==> config.mk <==
export PLATFORM = sky130hd
export DESIGN_NAME = frame_header_crc_checker_core
export DESIGN_NICKNAME = d
export VERILOG_FILES = /design/src/rtl/fhcc_pkg.sv /design/src/rtl/frame_header_crc_checker_core.sv /design/src/rtl/fhcc_front.sv /design/src/rtl/fhcc_queue.sv /design/src/rtl/fhcc_back.sv
export SDC_FILE = /design/constraint.sdc
export NUM_CORES = 1
export LEC_CHECK = 0
export ABC_CLOCK_PERIOD_IN_PS = 12550
export BUFFER_PORTS_ARGS = -buffer_cell sky130_fd_sc_hd__buf_2
export CORE_ASPECT_RATIO = 0.8
export CORE_UTILIZATION = 55
export CTS_CLUSTER_SIZE = 25
export DETAILED_ROUTE_END_ITERATION = 7
export PLACE_DENSITY = 0.72
export RECOVER_POWER = 50
export SLEW_MARGIN = 10
export SYNTH_ARGS = -nofsm -noshare
export SYNTH_HDL_FRONTEND = slang
export SYNTH_HIERARCHICAL = 1
export SYNTH_SLANG_ARGS = --single-unit
==> constraint.sdc <==
create_clock -name i_clk -period 12.55 [get_ports i_clk]
set_clock_uncertainty 0.15 [all_clocks]
set_input_delay 3.1375 -clock i_clk [delete_from_list [all_inputs] [get_ports i_clk]]
set_output_delay 3.1375 -clock i_clk [all_outputs]
set_load 0.005 [all_outputs]
==> src/rtl/fhcc_pkg.sv <==
package fhcc_pkg;

    localparam int MAX_FRAME_BYTES = 8192;
    localparam int COUNT_W         = 14;
    localparam int COUNT_CAP_I     = (MAX_FRAME_BYTES < 16383) ? MAX_FRAME_BYTES : 16383;
    localparam logic [COUNT_W-1:0] COUNT_CAP = COUNT_W'(COUNT_CAP_I);

    localparam int HDR_BYTES   = 4;
    localparam int TRAILER_LEN = 4;
    localparam int QUEUE_DEPTH = 4;
    localparam int QPTR_W      = $clog2(QUEUE_DEPTH);
    localparam int QCNT_W      = $clog2(QUEUE_DEPTH + 1);

    localparam logic [7:0]  WINDOW_MASK = 8'b0001_1111;
    localparam logic [7:0]  TYPE_MASK   = 8'b1110_0000;
    localparam logic [31:0] CRC_POLY    = 32'hEDB8_8320;
    localparam logic [31:0] CRC_INIT    = 32'hFFFF_FFFF;

    localparam logic [12:0] MAX_PAYLOAD_RST = 13'd512;
    localparam logic [4:0]  MAX_WINDOW_RST  = 5'd31;
    localparam logic [2:0]  DATA_TYPE_RST   = 3'd1;
    localparam logic [2:0]  ACK_TYPE_RST    = 3'd2;
    localparam logic [2:0]  NACK_TYPE_RST   = 3'd3;

    typedef enum logic [2:0] {
        CFG_MAX_PAYLOAD = 3'd0,
        CFG_MAX_WINDOW  = 3'd1,
        CFG_DATA_TYPE   = 3'd2,
        CFG_ACK_TYPE    = 3'd3,
        CFG_NACK_TYPE   = 3'd4
    } t_cfg_index;

    typedef enum logic [2:0] {
        ST_OK         = 3'd0,
        ST_NO_HEADER  = 3'd1,
        ST_BAD_TYPE   = 3'd2,
        ST_BAD_LENGTH = 3'd3,
        ST_BAD_WINDOW = 3'd4,
        ST_CRC_ERROR  = 3'd5,
        ST_NO_PAYLOAD = 3'd6
    } t_frame_status;

    typedef enum logic {
        KIND_PAYLOAD = 1'b0,
        KIND_STATUS  = 1'b1
    } t_item_kind;

    typedef struct packed {
        logic [7:0] frame_byte;
        logic       frame_end;
    } t_in_item;

    typedef struct packed {
        t_item_kind    item_kind;
        logic [7:0]    payload_byte;
        logic [2:0]    frame_type;
        logic [4:0]    win_size;
        logic [7:0]    sequence_number;
        logic [15:0]   payload_length;
        logic [31:0]   received_crc;
        t_frame_status frame_status;
        logic          run_last;
    } t_out_item;

    typedef struct packed {
        logic          has_pay;
        logic [7:0]    pay_byte;
        logic          has_stat;
        logic [2:0]    frame_type;
        logic [4:0]    win_size;
        logic [7:0]    sequence_number;
        logic [15:0]   payload_length;
        logic [31:0]   received_crc;
        t_frame_status frame_status;
    } t_entry;

    function automatic logic [31:0] crc32_byte(input logic [31:0] c, input logic [7:0] b);
        logic [31:0] x;
        x = c ^ {24'd0, b};
        for (int k = 0; k < 8; k++) begin
            x = x[0] ? ((x >> 1) ^ CRC_POLY) : (x >> 1);
        end
        return x;
    endfunction

endpackage

==> src/rtl/frame_header_crc_checker_core.sv <==
// Frame header and CRC-32 checker.
// Input channel: one frame byte per transfer (i_in_valid / o_in_stall), with
// frame_end set on the last byte of a frame. Output channel (o_out_valid /
// i_out_stall): payload bytes forwarded cut-through (item_kind 0) and one
// status item at the end of each frame (item_kind 1) carrying the header
// fields, the received trailer and the check result.
// A payload byte is forwarded when the byte four positions after it arrives;
// the entry is written into the queue and then into the output register that
// drives o_out_valid. A status item follows the last byte the same way,
// behind the payload byte when one goes out first.
// Throughput: one input byte per cycle while o_in_stall is low. The last byte
// of a frame can produce two results; a four-entry queue between the parsing
// front end and the output stage absorbs the extra item, so a full line rate
// is kept between frames. When the receiver stalls, the output item holds, the
// queue fills, and o_in_stall rises once the queue is full.
// Reset clears the frame state, the queue and the output valid flag, and loads
// the default configuration. Configuration writes (i_cfg_we, i_cfg_index,
// i_cfg_data) take effect at once; write them only while the block is idle.
module frame_header_crc_checker_core (
    input  logic                i_clk,
    input  logic                i_rst_n,
    input  logic                i_cfg_we,
    input  logic [2:0]          i_cfg_index,
    input  logic [12:0]         i_cfg_data,
    input  logic                i_in_valid,
    output logic                o_in_stall,
    input  fhcc_pkg::t_in_item  i_in,
    output logic                o_out_valid,
    input  logic                i_out_stall,
    output fhcc_pkg::t_out_item o_out
);

    logic             push;
    logic             pop;
    logic             q_full;
    logic             q_valid;
    fhcc_pkg::t_entry entry;
    fhcc_pkg::t_entry head;

    fhcc_front u_front (
        .i_clk       (i_clk),
        .i_rst_n     (i_rst_n),
        .i_cfg_we    (i_cfg_we),
        .i_cfg_index (i_cfg_index),
        .i_cfg_data  (i_cfg_data),
        .i_in_valid  (i_in_valid),
        .i_in        (i_in),
        .i_q_full    (q_full),
        .o_in_stall  (o_in_stall),
        .o_push      (push),
        .o_entry     (entry)
    );

    fhcc_queue u_queue (
        .i_clk   (i_clk),
        .i_rst_n (i_rst_n),
        .i_push  (push),
        .i_entry (entry),
        .i_pop   (pop),
        .o_full  (q_full),
        .o_valid (q_valid),
        .o_head  (head)
    );

    fhcc_back u_back (
        .i_clk       (i_clk),
        .i_rst_n     (i_rst_n),
        .i_q_valid   (q_valid),
        .i_head      (head),
        .o_pop       (pop),
        .i_out_stall (i_out_stall),
        .o_out_valid (o_out_valid),
        .o_out       (o_out)
    );

endmodule

==> src/rtl/fhcc_front.sv <==
module fhcc_front (
    input  logic              i_clk,
    input  logic              i_rst_n,
    input  logic              i_cfg_we,
    input  logic [2:0]        i_cfg_index,
    input  logic [12:0]       i_cfg_data,
    input  logic              i_in_valid,
    input  fhcc_pkg::t_in_item i_in,
    input  logic              i_q_full,
    output logic              o_in_stall,
    output logic              o_push,
    output fhcc_pkg::t_entry  o_entry
);

    logic [12:0] r_max_payload;
    logic [4:0]  r_max_window;
    logic [2:0]  r_data_type;
    logic [2:0]  r_ack_type;
    logic [2:0]  r_nack_type;

    logic [7:0]                   r_meta, n_meta;
    logic [7:0]                   r_seq, n_seq;
    logic [15:0]                  r_len, n_len;
    logic [fhcc_pkg::COUNT_W-1:0] r_count, n_count;
    logic [31:0]                  r_crc, n_crc;
    logic [7:0]                   r_delay [fhcc_pkg::TRAILER_LEN];

    logic        accept;
    logic [7:0]  b;
    logic [2:0]  ty;
    logic [4:0]  wi;
    logic [31:0] rc;
    logic        has_pay;
    fhcc_pkg::t_frame_status st;

    assign b          = i_in.frame_byte;
    assign accept     = i_in_valid && !i_q_full;
    assign o_in_stall = i_q_full;

    always_ff @(posedge i_clk) begin
        if (!i_rst_n) begin
            r_max_payload <= fhcc_pkg::MAX_PAYLOAD_RST;
            r_max_window  <= fhcc_pkg::MAX_WINDOW_RST;
            r_data_type   <= fhcc_pkg::DATA_TYPE_RST;
            r_ack_type    <= fhcc_pkg::ACK_TYPE_RST;
            r_nack_type   <= fhcc_pkg::NACK_TYPE_RST;
        end else if (i_cfg_we) begin
            unique case (i_cfg_index)
                fhcc_pkg::CFG_MAX_PAYLOAD: r_max_payload <= i_cfg_data;
                fhcc_pkg::CFG_MAX_WINDOW:  r_max_window  <= i_cfg_data[4:0];
                fhcc_pkg::CFG_DATA_TYPE:   r_data_type   <= i_cfg_data[2:0];
                fhcc_pkg::CFG_ACK_TYPE:    r_ack_type    <= i_cfg_data[2:0];
                fhcc_pkg::CFG_NACK_TYPE:   r_nack_type   <= i_cfg_data[2:0];
                default: ;
            endcase
        end
    end

    always_comb begin
        n_meta = (r_count == fhcc_pkg::COUNT_W'(0)) ? b : r_meta;
        n_seq  = (r_count == fhcc_pkg::COUNT_W'(1)) ? b : r_seq;
        n_len  = r_len;
        if (r_count == fhcc_pkg::COUNT_W'(2)) begin
            n_len = {b, r_len[7:0]};
        end else if (r_count == fhcc_pkg::COUNT_W'(3)) begin
            n_len = {r_len[15:8], b};
        end

        // fold the byte leaving the delay line
        n_crc = r_crc;
        if (r_count >= fhcc_pkg::COUNT_W'(fhcc_pkg::HDR_BYTES)) begin
            n_crc = fhcc_pkg::crc32_byte(r_crc, r_delay[3]);
        end

        has_pay = (r_count >= fhcc_pkg::COUNT_W'(8)) && (r_count < fhcc_pkg::COUNT_CAP)
                  && ((16'(r_count) - 16'd8) < r_len);

        n_count = (r_count < fhcc_pkg::COUNT_CAP) ? r_count + fhcc_pkg::COUNT_W'(1) : r_count;

        ty = 3'((n_meta & fhcc_pkg::TYPE_MASK) >> 5);
        wi = 5'(n_meta & fhcc_pkg::WINDOW_MASK);
        rc = {r_delay[2], r_delay[1], r_delay[0], b};

        if (n_count < fhcc_pkg::COUNT_W'(4)) begin
            st = fhcc_pkg::ST_NO_HEADER;
        end else if (ty != r_data_type && ty != r_ack_type && ty != r_nack_type) begin
            st = fhcc_pkg::ST_BAD_TYPE;
        end else if (n_len > 16'(r_max_payload)) begin
            st = fhcc_pkg::ST_BAD_LENGTH;
        end else if (wi > r_max_window) begin
            st = fhcc_pkg::ST_BAD_WINDOW;
        end else if (~n_crc != rc) begin
            st = fhcc_pkg::ST_CRC_ERROR;
        end else if (ty != r_data_type) begin
            st = (n_count == fhcc_pkg::COUNT_W'(8)) ? fhcc_pkg::ST_OK : fhcc_pkg::ST_BAD_LENGTH;
        end else if (n_len == 16'd0) begin
            st = fhcc_pkg::ST_NO_PAYLOAD;
        end else if (17'(n_count) < (17'(n_len) + 17'd8)) begin
            st = (n_count == fhcc_pkg::COUNT_W'(8)) ? fhcc_pkg::ST_NO_PAYLOAD
                                                   : fhcc_pkg::ST_BAD_LENGTH;
        end else begin
            st = fhcc_pkg::ST_OK;
        end

        o_entry.has_pay         = has_pay;
        o_entry.pay_byte        = r_delay[3];
        o_entry.has_stat        = i_in.frame_end;
        o_entry.frame_type      = ty;
        o_entry.win_size        = wi;
        o_entry.sequence_number = n_seq;
        o_entry.payload_length  = n_len;
        o_entry.received_crc    = rc;
        o_entry.frame_status    = st;
        o_push = accept && (has_pay || i_in.frame_end);
    end

    always_ff @(posedge i_clk) begin
        if (!i_rst_n || (accept && i_in.frame_end)) begin
            r_meta  <= '0;
            r_seq   <= '0;
            r_len   <= '0;
            r_count <= '0;
            r_crc   <= fhcc_pkg::CRC_INIT;
            r_delay <= '{default: '0};
        end else if (accept) begin
            r_meta     <= n_meta;
            r_seq      <= n_seq;
            r_len      <= n_len;
            r_count    <= n_count;
            r_crc      <= n_crc;
            r_delay[3] <= r_delay[2];
            r_delay[2] <= r_delay[1];
            r_delay[1] <= r_delay[0];
            r_delay[0] <= b;
        end
    end

endmodule

==> src/rtl/fhcc_queue.sv <==
module fhcc_queue (
    input  logic             i_clk,
    input  logic             i_rst_n,
    input  logic             i_push,
    input  fhcc_pkg::t_entry i_entry,
    input  logic             i_pop,
    output logic             o_full,
    output logic             o_valid,
    output fhcc_pkg::t_entry o_head
);

    fhcc_pkg::t_entry r_mem [fhcc_pkg::QUEUE_DEPTH];

    logic [fhcc_pkg::QPTR_W-1:0] r_wr_ptr, r_rd_ptr;
    logic [fhcc_pkg::QCNT_W-1:0] r_count, n_count;

    assign o_full  = (r_count == fhcc_pkg::QCNT_W'(fhcc_pkg::QUEUE_DEPTH));
    assign o_valid = (r_count != '0);
    assign o_head  = r_mem[r_rd_ptr];

    always_comb begin
        n_count = r_count;
        if (i_push && !i_pop) begin
            n_count = r_count + fhcc_pkg::QCNT_W'(1);
        end else if (!i_push && i_pop) begin
            n_count = r_count - fhcc_pkg::QCNT_W'(1);
        end
    end

    always_ff @(posedge i_clk) begin
        if (!i_rst_n) begin
            r_wr_ptr <= '0;
            r_rd_ptr <= '0;
            r_count  <= '0;
        end else begin
            if (i_push) begin
                r_wr_ptr <= r_wr_ptr + fhcc_pkg::QPTR_W'(1);
            end
            if (i_pop) begin
                r_rd_ptr <= r_rd_ptr + fhcc_pkg::QPTR_W'(1);
            end
            r_count <= n_count;
        end
    end

    always_ff @(posedge i_clk) begin
        if (i_push) begin
            r_mem[r_wr_ptr] <= i_entry;
        end
    end

    a_no_push_full: assert property (@(posedge i_clk) disable iff (!i_rst_n)
        o_full |-> !i_push)
        else $error("push into full queue");

    a_no_pop_empty: assert property (@(posedge i_clk) disable iff (!i_rst_n)
        !o_valid |-> !i_pop)
        else $error("pop from empty queue");

    a_count_bound: assert property (@(posedge i_clk) disable iff (!i_rst_n)
        r_count <= fhcc_pkg::QCNT_W'(fhcc_pkg::QUEUE_DEPTH))
        else $error("queue count overflow");

    a_ptr_track: assert property (@(posedge i_clk) disable iff (!i_rst_n)
        (r_count == '0 || o_full) |-> (r_wr_ptr == r_rd_ptr))
        else $error("queue pointers disagree with count");

endmodule

==> src/rtl/fhcc_back.sv <==
module fhcc_back (
    input  logic                i_clk,
    input  logic                i_rst_n,
    input  logic                i_q_valid,
    input  fhcc_pkg::t_entry    i_head,
    output logic                o_pop,
    input  logic                i_out_stall,
    output logic                o_out_valid,
    output fhcc_pkg::t_out_item o_out
);

    logic                r_out_valid, n_out_valid;
    fhcc_pkg::t_out_item r_out, n_out;
    logic                r_pay_done, n_pay_done;
    logic                load;
    logic                emit_pay;

    assign o_out_valid = r_out_valid;
    assign o_out       = r_out;

    always_comb begin
        load        = !r_out_valid || !i_out_stall;
        emit_pay    = i_head.has_pay && !r_pay_done;
        n_out_valid = r_out_valid;
        n_out       = r_out;
        n_pay_done  = r_pay_done;
        o_pop       = 1'b0;
        if (load) begin
            n_out_valid = i_q_valid;
            if (i_q_valid) begin
                if (emit_pay) begin
                    n_out              = '0;
                    n_out.item_kind    = fhcc_pkg::KIND_PAYLOAD;
                    n_out.payload_byte = i_head.pay_byte;
                    n_out.run_last     = !i_head.has_stat;
                    n_pay_done         = i_head.has_stat;
                    o_pop              = !i_head.has_stat;
                end else begin
                    n_out.item_kind       = fhcc_pkg::KIND_STATUS;
                    n_out.payload_byte    = '0;
                    n_out.frame_type      = i_head.frame_type;
                    n_out.win_size        = i_head.win_size;
                    n_out.sequence_number = i_head.sequence_number;
                    n_out.payload_length  = i_head.payload_length;
                    n_out.received_crc    = i_head.received_crc;
                    n_out.frame_status    = i_head.frame_status;
                    n_out.run_last        = 1'b1;
                    n_pay_done            = 1'b0;
                    o_pop                 = 1'b1;
                end
            end
        end
    end

    always_ff @(posedge i_clk) begin
        if (!i_rst_n) begin
            r_out_valid <= 1'b0;
            r_pay_done  <= 1'b0;
        end else begin
            r_out_valid <= n_out_valid;
            r_pay_done  <= n_pay_done;
        end
    end

    always_ff @(posedge i_clk) begin
        r_out <= n_out;
    end

    a_split_entry: assert property (@(posedge i_clk) disable iff (!i_rst_n)
        r_pay_done |-> (i_q_valid && i_head.has_stat))
        else $error("payload half sent without pending status");

    a_payload_then_status: assert property (@(posedge i_clk) disable iff (!i_rst_n)
        (r_out_valid && r_out.item_kind == fhcc_pkg::KIND_PAYLOAD && !r_out.run_last)
        |-> r_pay_done)
        else $error("payload without run_last but no status queued");

endmodule
==> impl_metrics.ini, run 1 <==
[status]
violations = max-capacitance violations, max-slew violations
status = finished, violations left

[pwr]
peakVddDrop_v = 0.0001167
powerDensity_nw_per_um2 = 184.0
p_clk_share_pct = 31.5
p_leak_nw = 9.919
p_switching_w = 0.001401
cellInternalPower_w = 0.003552
comb_power_share_pct = 21.9
p_seq_share_pct = 46.6
p_sw_share_pct = 28.29

[floorplanning]
fp.coreArea_um2 = 43480
die_w_um = 237.7
die_y_um = 190.5
ios = 109
die_area_um2 = 45280
rows = 68
start_util_pct = 56.20

[sta]
fin_crit_ns = 7.582
rsz0062_at_grt = false
fmax_mhz = 131.9
slew_headroom_pct = -112.1
slew_viol_final = 254
worst_pin_slew_ns = 3.182
finalHoldViolations = 0
whs_ns = 0.3087
fin_crit_sh_pct = 60.41
finalSetupTns_ns = 0
finalSetupViolCount = 0

[logic_synthesis]
synthCells = 1826
ys_ff_latch = 533
ys_types = 83
yosys_most_used_dff = edfxtp_1
ys_warn_count = 6
avgSynthCellArea_um2 = 13.38
synth-edff-count = 385
yosysSeqAreaShare_pct = 59.44
syn_area_um2 = 24440
async_reset_ff_share_pct = 0
syn-num-nets = 1915

[setup_path]
crit_type = in2reg
critPathCaptureType = flip-flop
crit_arrival_ns = 7.73
path_max_fanout = 16
cp.required_ns = 12.70
crit_path_start_kind = input port

[final_layout]
drive_gt1_share_pct = 14.82
nets = 1983
syn_to_final_growth_pct = 10.20

[clock_network]
clk_pin_slew_ns = 0.06
cts-root-buf = clkbuf_16
cts_buffers = 51
cts-resized-gates = 0
htreeDepth = 2
clkLatencyLatePin_ns = 0.62
cts_tree = yes
clkSinkCount = 533
holdBufCountCts = 0
cts_setup_buffers = 0
cts_buffer_depth = 3

[route]
routed_via_density = 5.906
vias = 14960
drt-pass1-iter-count = 6
detail-route-antenna-nets = 0
routedWlPerCell_um = 23.00
drtIter0Drc = 1525
wl_um = 58270
route.detailed.drc = 0

[job]
cap_violations = 6

[placed_design]
gp_congestion = 0.9404
numPortBuffers = 108
hpwl_um = 38940

[global_routing]
antenna_found_initial = 0
grt_pass1_wl_um = 88040
overflow = 0
grt_start_max_net_pins = 73
globalRouteTotalUtil_pct = 26.10
grt_pass1_vias = 14191

[worst_hold_path]
hold_path_class = reg2reg
[power by group through the flow]
stage / sequential (W) / clock [W] / combinational [W]
2_1_floorplan: 0.00234 / 0 / 0.000740
3_3_place_gp: 0.00233 / 0 / 0.00109
3_5_place_dp: 0.00234 / 0 / 0.00110
4_1_cts: 0.00231 / 0.00159 / 0.00111
5_1_grt: 0.00233 / 0.00165 / 0.00119
6_report: 0.00231 / 0.00156 / 0.00109
[cell type report]
type / instances / area (µm²)
diodes: 1 / 2.502
clock buffers: 68 / 1391
clock inverters: 28 / 311.5
fillers: 3235 / 16550
inverters: 73 / 274.0
multi-input cells: 1104 / 9009
flip-flops and latches: 533 / 14530
well taps: 595 / 744.5
repair buffers: 131 / 668.1
[per-stage QoR]
| step | area, µm² | util [%] | power, W | setup slack (ns) | instances |
|---|---|---|---|---|---|
| final | 26930 | 61.94 | 0.004954 | 4.968 | 2533 |
| after global routing | 26930 | 61.93 | 0.005169 | 4.690 | 2532 |
| after CTS | 27020 | 62.15 | 0.005006 | 5.528 | 2532 |
| after detailed placement | 25320 | 58.23 | 0.003446 | 4.911 | 2436 |
| after global placement | 25320 | 58.23 | 0.003421 | 4.990 | 2436 |
| after floorplan | 24440 | - | 0.003083 | 3.951 | 1826 |
[cells in the mapped netlist (13+ instances only)]
master / count / area [µm²]
nor2_1: 69 / 259.0
nand2_1: 180 / 675.7
nand4_1: 24 / 150.1
a21o_1: 18 / 135.1
xnor2_1: 79 / 691.9
ha_1: 58 / 725.7
mux4_2: 77 / 1734
o211ai_1: 33 / 247.7
nor3_1: 29 / 145.1
a21oi_1: 66 / 330.3
nand3_1: 34 / 170.2
xnor3_1: 21 / 473.0
xor2_1: 41 / 359.1
dfxtp_1: 148 / 2963
buf_2: 15 / 75.07
nor2b_1: 16 / 100.1
inv_1: 72 / 270.3
a21boi_0: 17 / 127.6
mux2i_1: 36 / 360.4
mux2_2: 13 / 146.4
edfxtp_1: 385 / 11560
buf_4: 15 / 112.6
o21ai_0: 25 / 125.1
and2_1: 81 / 506.7
and3_1: 16 / 100.1
clkbuf_1: 66 / 247.7
a211oi_1: 24 / 180.2
or3_1: 16 / 100.1
[layer usage]
metal  global-route usage, %  wire [µm]
met1                   42.28      28070
met2                   36.39      24710
met3                   4.719       4754
met4                   5.360        730
met5                       0          0
[state kept, by name, indices dropped and copies added (netlist names), named ones only]
signal / count
u_front/r_count: 14
u_front/r_crc: 32
u_front/r_len: 16
u_front/r_seq: 8
u_queue/r_rd_ptr: 2
u_back/r_pay_done: 1
u_queue/r_wr_ptr: 2
u_front/o_entry: 32
u_back/o_out_valid: 1
u_front/r_max_window: 5
u_back/o_out: 77
u_queue/r_mem: 308
u_front/r_data_type: 3
u_front/r_ack_type: 3
u_front/r_nack_type: 3
u_front/r_meta: 8
u_front/r_max_payload: 13
u_queue/r_count: 3
[final timing paths]
check,start,to,slack [ns],depth (start not counted)
hold / removal,u_front/r_meta[2],u_front/r_meta[2],0.31,2
setup / recovery,i_in[4],u_queue/r_mem[3][0],4.97,17
hold reg to reg,u_front/r_meta[2],u_front/r_meta[2],0.31,2
setup reg to reg,u_front/r_count[6],u_queue/r_mem[3][0],5.84,18
[placed cells by master (no fill, tap or decap), drive strengths merged, types with 9 or more instances in the layout]
cell type / netlist / layout
a21oi: 66 / 66
xnor3: 21 / 21
and3: 16 / 16
nor2b: 17 / 17
nor4: 11 / 11
nand2b: 9 / 9
nand2: 180 / 180
buf: 49 / 107
mux2i: 36 / 36
and2: 93 / 93
nor2: 69 / 69
mux2: 13 / 13
a211oi: 24 / 24
dfxtp: 148 / 148
xor2: 41 / 41
edfxtp: 385 / 385
nand4: 24 / 24
o21ai: 28 / 28
clkbuf: 67 / 92
ha: 58 / 58
clkinv: 0 / 20
a21o: 18 / 18
o211ai: 33 / 33
nor3: 31 / 31
a21boi: 18 / 18
nand3: 34 / 34
mux4: 77 / 77
or3: 16 / 16
xnor2: 82 / 82
inv: 73 / 75
[cells by family after synthesis]
family / count (synthesis) / synth area share (%)
xor gates and xnor gates: 148 / 6.825
DFF: 533 / 59.44
adders and majority gates: 59 / 3.052
AOI/OAI and AO/OA: 245 / 6.759
and+or+nand+nor: 526 / 11.09
buffers and inverters: 189 / 3.666
muxes: 126 / 9.171
[critical path, cell delays in order]
cell,delay (ns)
clkbuf_1,0.65
nand4_1,0.38
nand2_1,0.37
ha_1,0.23
o21ai_0,0.23
a211o_1,0.33
nor2_1,0.12
xnor2_1,0.08
ha_1,0.30
and4_1,0.25
a31o_2,0.18
a21oi_1,0.04
a21oi_1,0.11
a21boi_0,0.43
nand3_1,0.17
a2111oi_2,0.44
o221ai_1,0.25
(Power assumes the default switching activity.)
==> run 2: changes to the inputs <==
ABC_CLOCK_PERIOD_IN_PS = 7600   (was 12550)
clock period = 7.6 ns   (was 12.55 ns; I/O delays follow)
==> impl_metrics.ini, run 2 (synthesis gave the netlist of run 1 again) <==
[global_routing]
overflow = 0
globalRouteTotalUtil_pct = 25.88
grt_start_max_net_pins = 77
grt_pass1_vias = 14137
antenna_found_initial = 0
grt_pass1_wl_um = 87350

[floorplanning]
fp.coreArea_um2 = 43480
die_area_um2 = 45280
rows = 68
die_y_um = 190.5
start_util_pct = 56.20
die_w_um = 237.7
ios = 109

[sta]
fin_crit_ns = 6.748
fmax_mhz = 148.2
slew_headroom_pct = -86.78
finalHoldViolations = 0
finalSetupViolCount = 0
slew_viol_final = 283
rsz0062_at_grt = false
fin_crit_sh_pct = 88.79
finalSetupTns_ns = 0
setup_slack_ns = 0.8517
worst_pin_slew_ns = 2.802

[final_layout]
final_area_um2 = 26840
final_core_util_pct = 61.73
nets = 1989
finalNonFillerCells = 2537
syn_to_final_growth_pct = 9.836
drive_gt1_share_pct = 13.70
final_cell_mix = edfxtp_1 (385), nand2_1 (180), dfxtp_1 (147)
largest_register_ffs = 308
regMostFlops = u_queue/r_mem
final_common_cell = edfxtp_1

[placed_design]
pre_cts_ws_ns = 1.320
hpwl_um = 38950
numPortBuffers = 108
placedCellCount = 2442
gp_congestion = 0.9095
post_dp_cell_area_um2 = 25360

[clock_network]
cts-root-buf = clkbuf_16
clkLatencyLatePin_ns = 0.61
cts_tree = yes
cts_setup_buffers = 0
holdBufCountCts = 0
htreeDepth = 2
cts-resized-gates = 0
clkSinkCount = 533
cts_buffer_depth = 3
clk_pin_slew_ns = 0.06
cts_buffers = 51

[route]
route.detailed.drc = 0
wl_um = 58060
vias = 15022
drtIter0Drc = 1535
routed_via_density = 5.921
routedWlPerCell_um = 22.88
detail-route-antenna-nets = 0
drt-pass1-iter-count = 5

[pwr]
cellInternalPower_w = 0.005767
peakVddDrop_v = 0.0001887
p_clk_share_pct = 30.5
p_sw_share_pct = 28.54
powerDensity_nw_per_um2 = 300.6
comb_power_share_pct = 21.7
p_leak_nw = 9.815
p_seq_share_pct = 47.7
p_switching_w = 0.002303

[status]
violations = max-capacitance violations, max-slew violations
status = finished, violations left

[setup_path]
crit_arrival_ns = 6.91
path_delay_family = simple AND/OR/NAND/NOR gates
slowest_delay_ns = 0.80
critPathCaptureType = flip-flop
slowest_stage = or4_1
crit_path_start_kind = flip-flop
crit_type = reg2reg
cp.required_ns = 7.76
path_max_fanout = 19
path_cells = or4_1, or4_1, nor3_1, mux2_2, ha_1, o21ai_0, a211o_1, nor2_1, xnor2_1, ha_1, and4_1, a31o_2, a21oi_1, a21oi_1, a21boi_0, nand3_1, a2111oi_2, o221ai_1
path_buf_inv = 0

[job]
cap_violations = 7

[worst_hold_path]
hold_path_class = reg2reg
==> run 2: area by class of cell <==
type	instances	area, µm²
clock inverters	23	206.4
clock buffers	71	1413
well taps	595	744.5
repair buffers	137	670.6
diodes	1	2.502
multi-input cells	1104	9001
inverters	73	274.0
fillers	3252	16640
flip-flops and latches	533	14530
==> run 2: metal layers <==
| metal | vias to the layer above | GRT usage [%] | routed length, µm |
|---|---|---|---|
| li1 | 6880 | - | - |
| met1 | 7478 | 39.96 | 26890 |
| met2 | 600 | 37.18 | 24920 |
| met3 | 64 | 5.617 | 5318 |
| met4 | 0 | 6.253 | 936 |
| met5 | - | 0 | 0 |
==> run 2: stage by stage <==
step	total power (W)	hold WS, ns
floorplan	0.005090	0.2829
global placement	0.005645	0.2887
detailed placement	0.005698	0.3015
CTS	0.008149	0.3081
global route	0.008421	0.3233
finish	0.008069	0.3150
==> run 2: final timing paths <==
kind,from,slack [ns],depth (start not counted),to
worst max-delay path,u_front/r_count[6],0.85,18,u_queue/r_mem[0][0]
worst min register to register,u_front/r_seq[2],0.31,2,u_front/r_seq[2]
worst min-delay path,u_front/r_seq[2],0.31,2,u_front/r_seq[2]
worst max register to register,u_front/r_count[6],0.85,18,u_queue/r_mem[0][0]
==> run 2: power by group through the flow <==
stage	Combinational [W]	Sequential (W)	Clock [W]
5_1_grt	0.00190	0.00390	0.00261
3_3_place_gp	0.00176	0.00389	0
3_5_place_dp	0.00180	0.00390	0
4_1_cts	0.00180	0.00384	0.00250
6_report	0.00175	0.00385	0.00246
2_1_floorplan	0.00122	0.00387	0
==> run 2: worst reg2reg max path, cell delays in order, from the launching register on <==
cell and delay [ns]:
dfxtp_1 0.50, or4_1 0.68, or4_1 0.80, nor3_1 0.80
mux2_2 0.41, ha_1 0.21, o21ai_0 0.24, a211o_1 0.34
nor2_1 0.13, xnor2_1 0.09, ha_1 0.30, and4_1 0.24
a31o_2 0.17, a21oi_1 0.04, a21oi_1 0.11, a21boi_0 0.48
nand3_1 0.16, a2111oi_2 0.38, o221ai_1 0.21
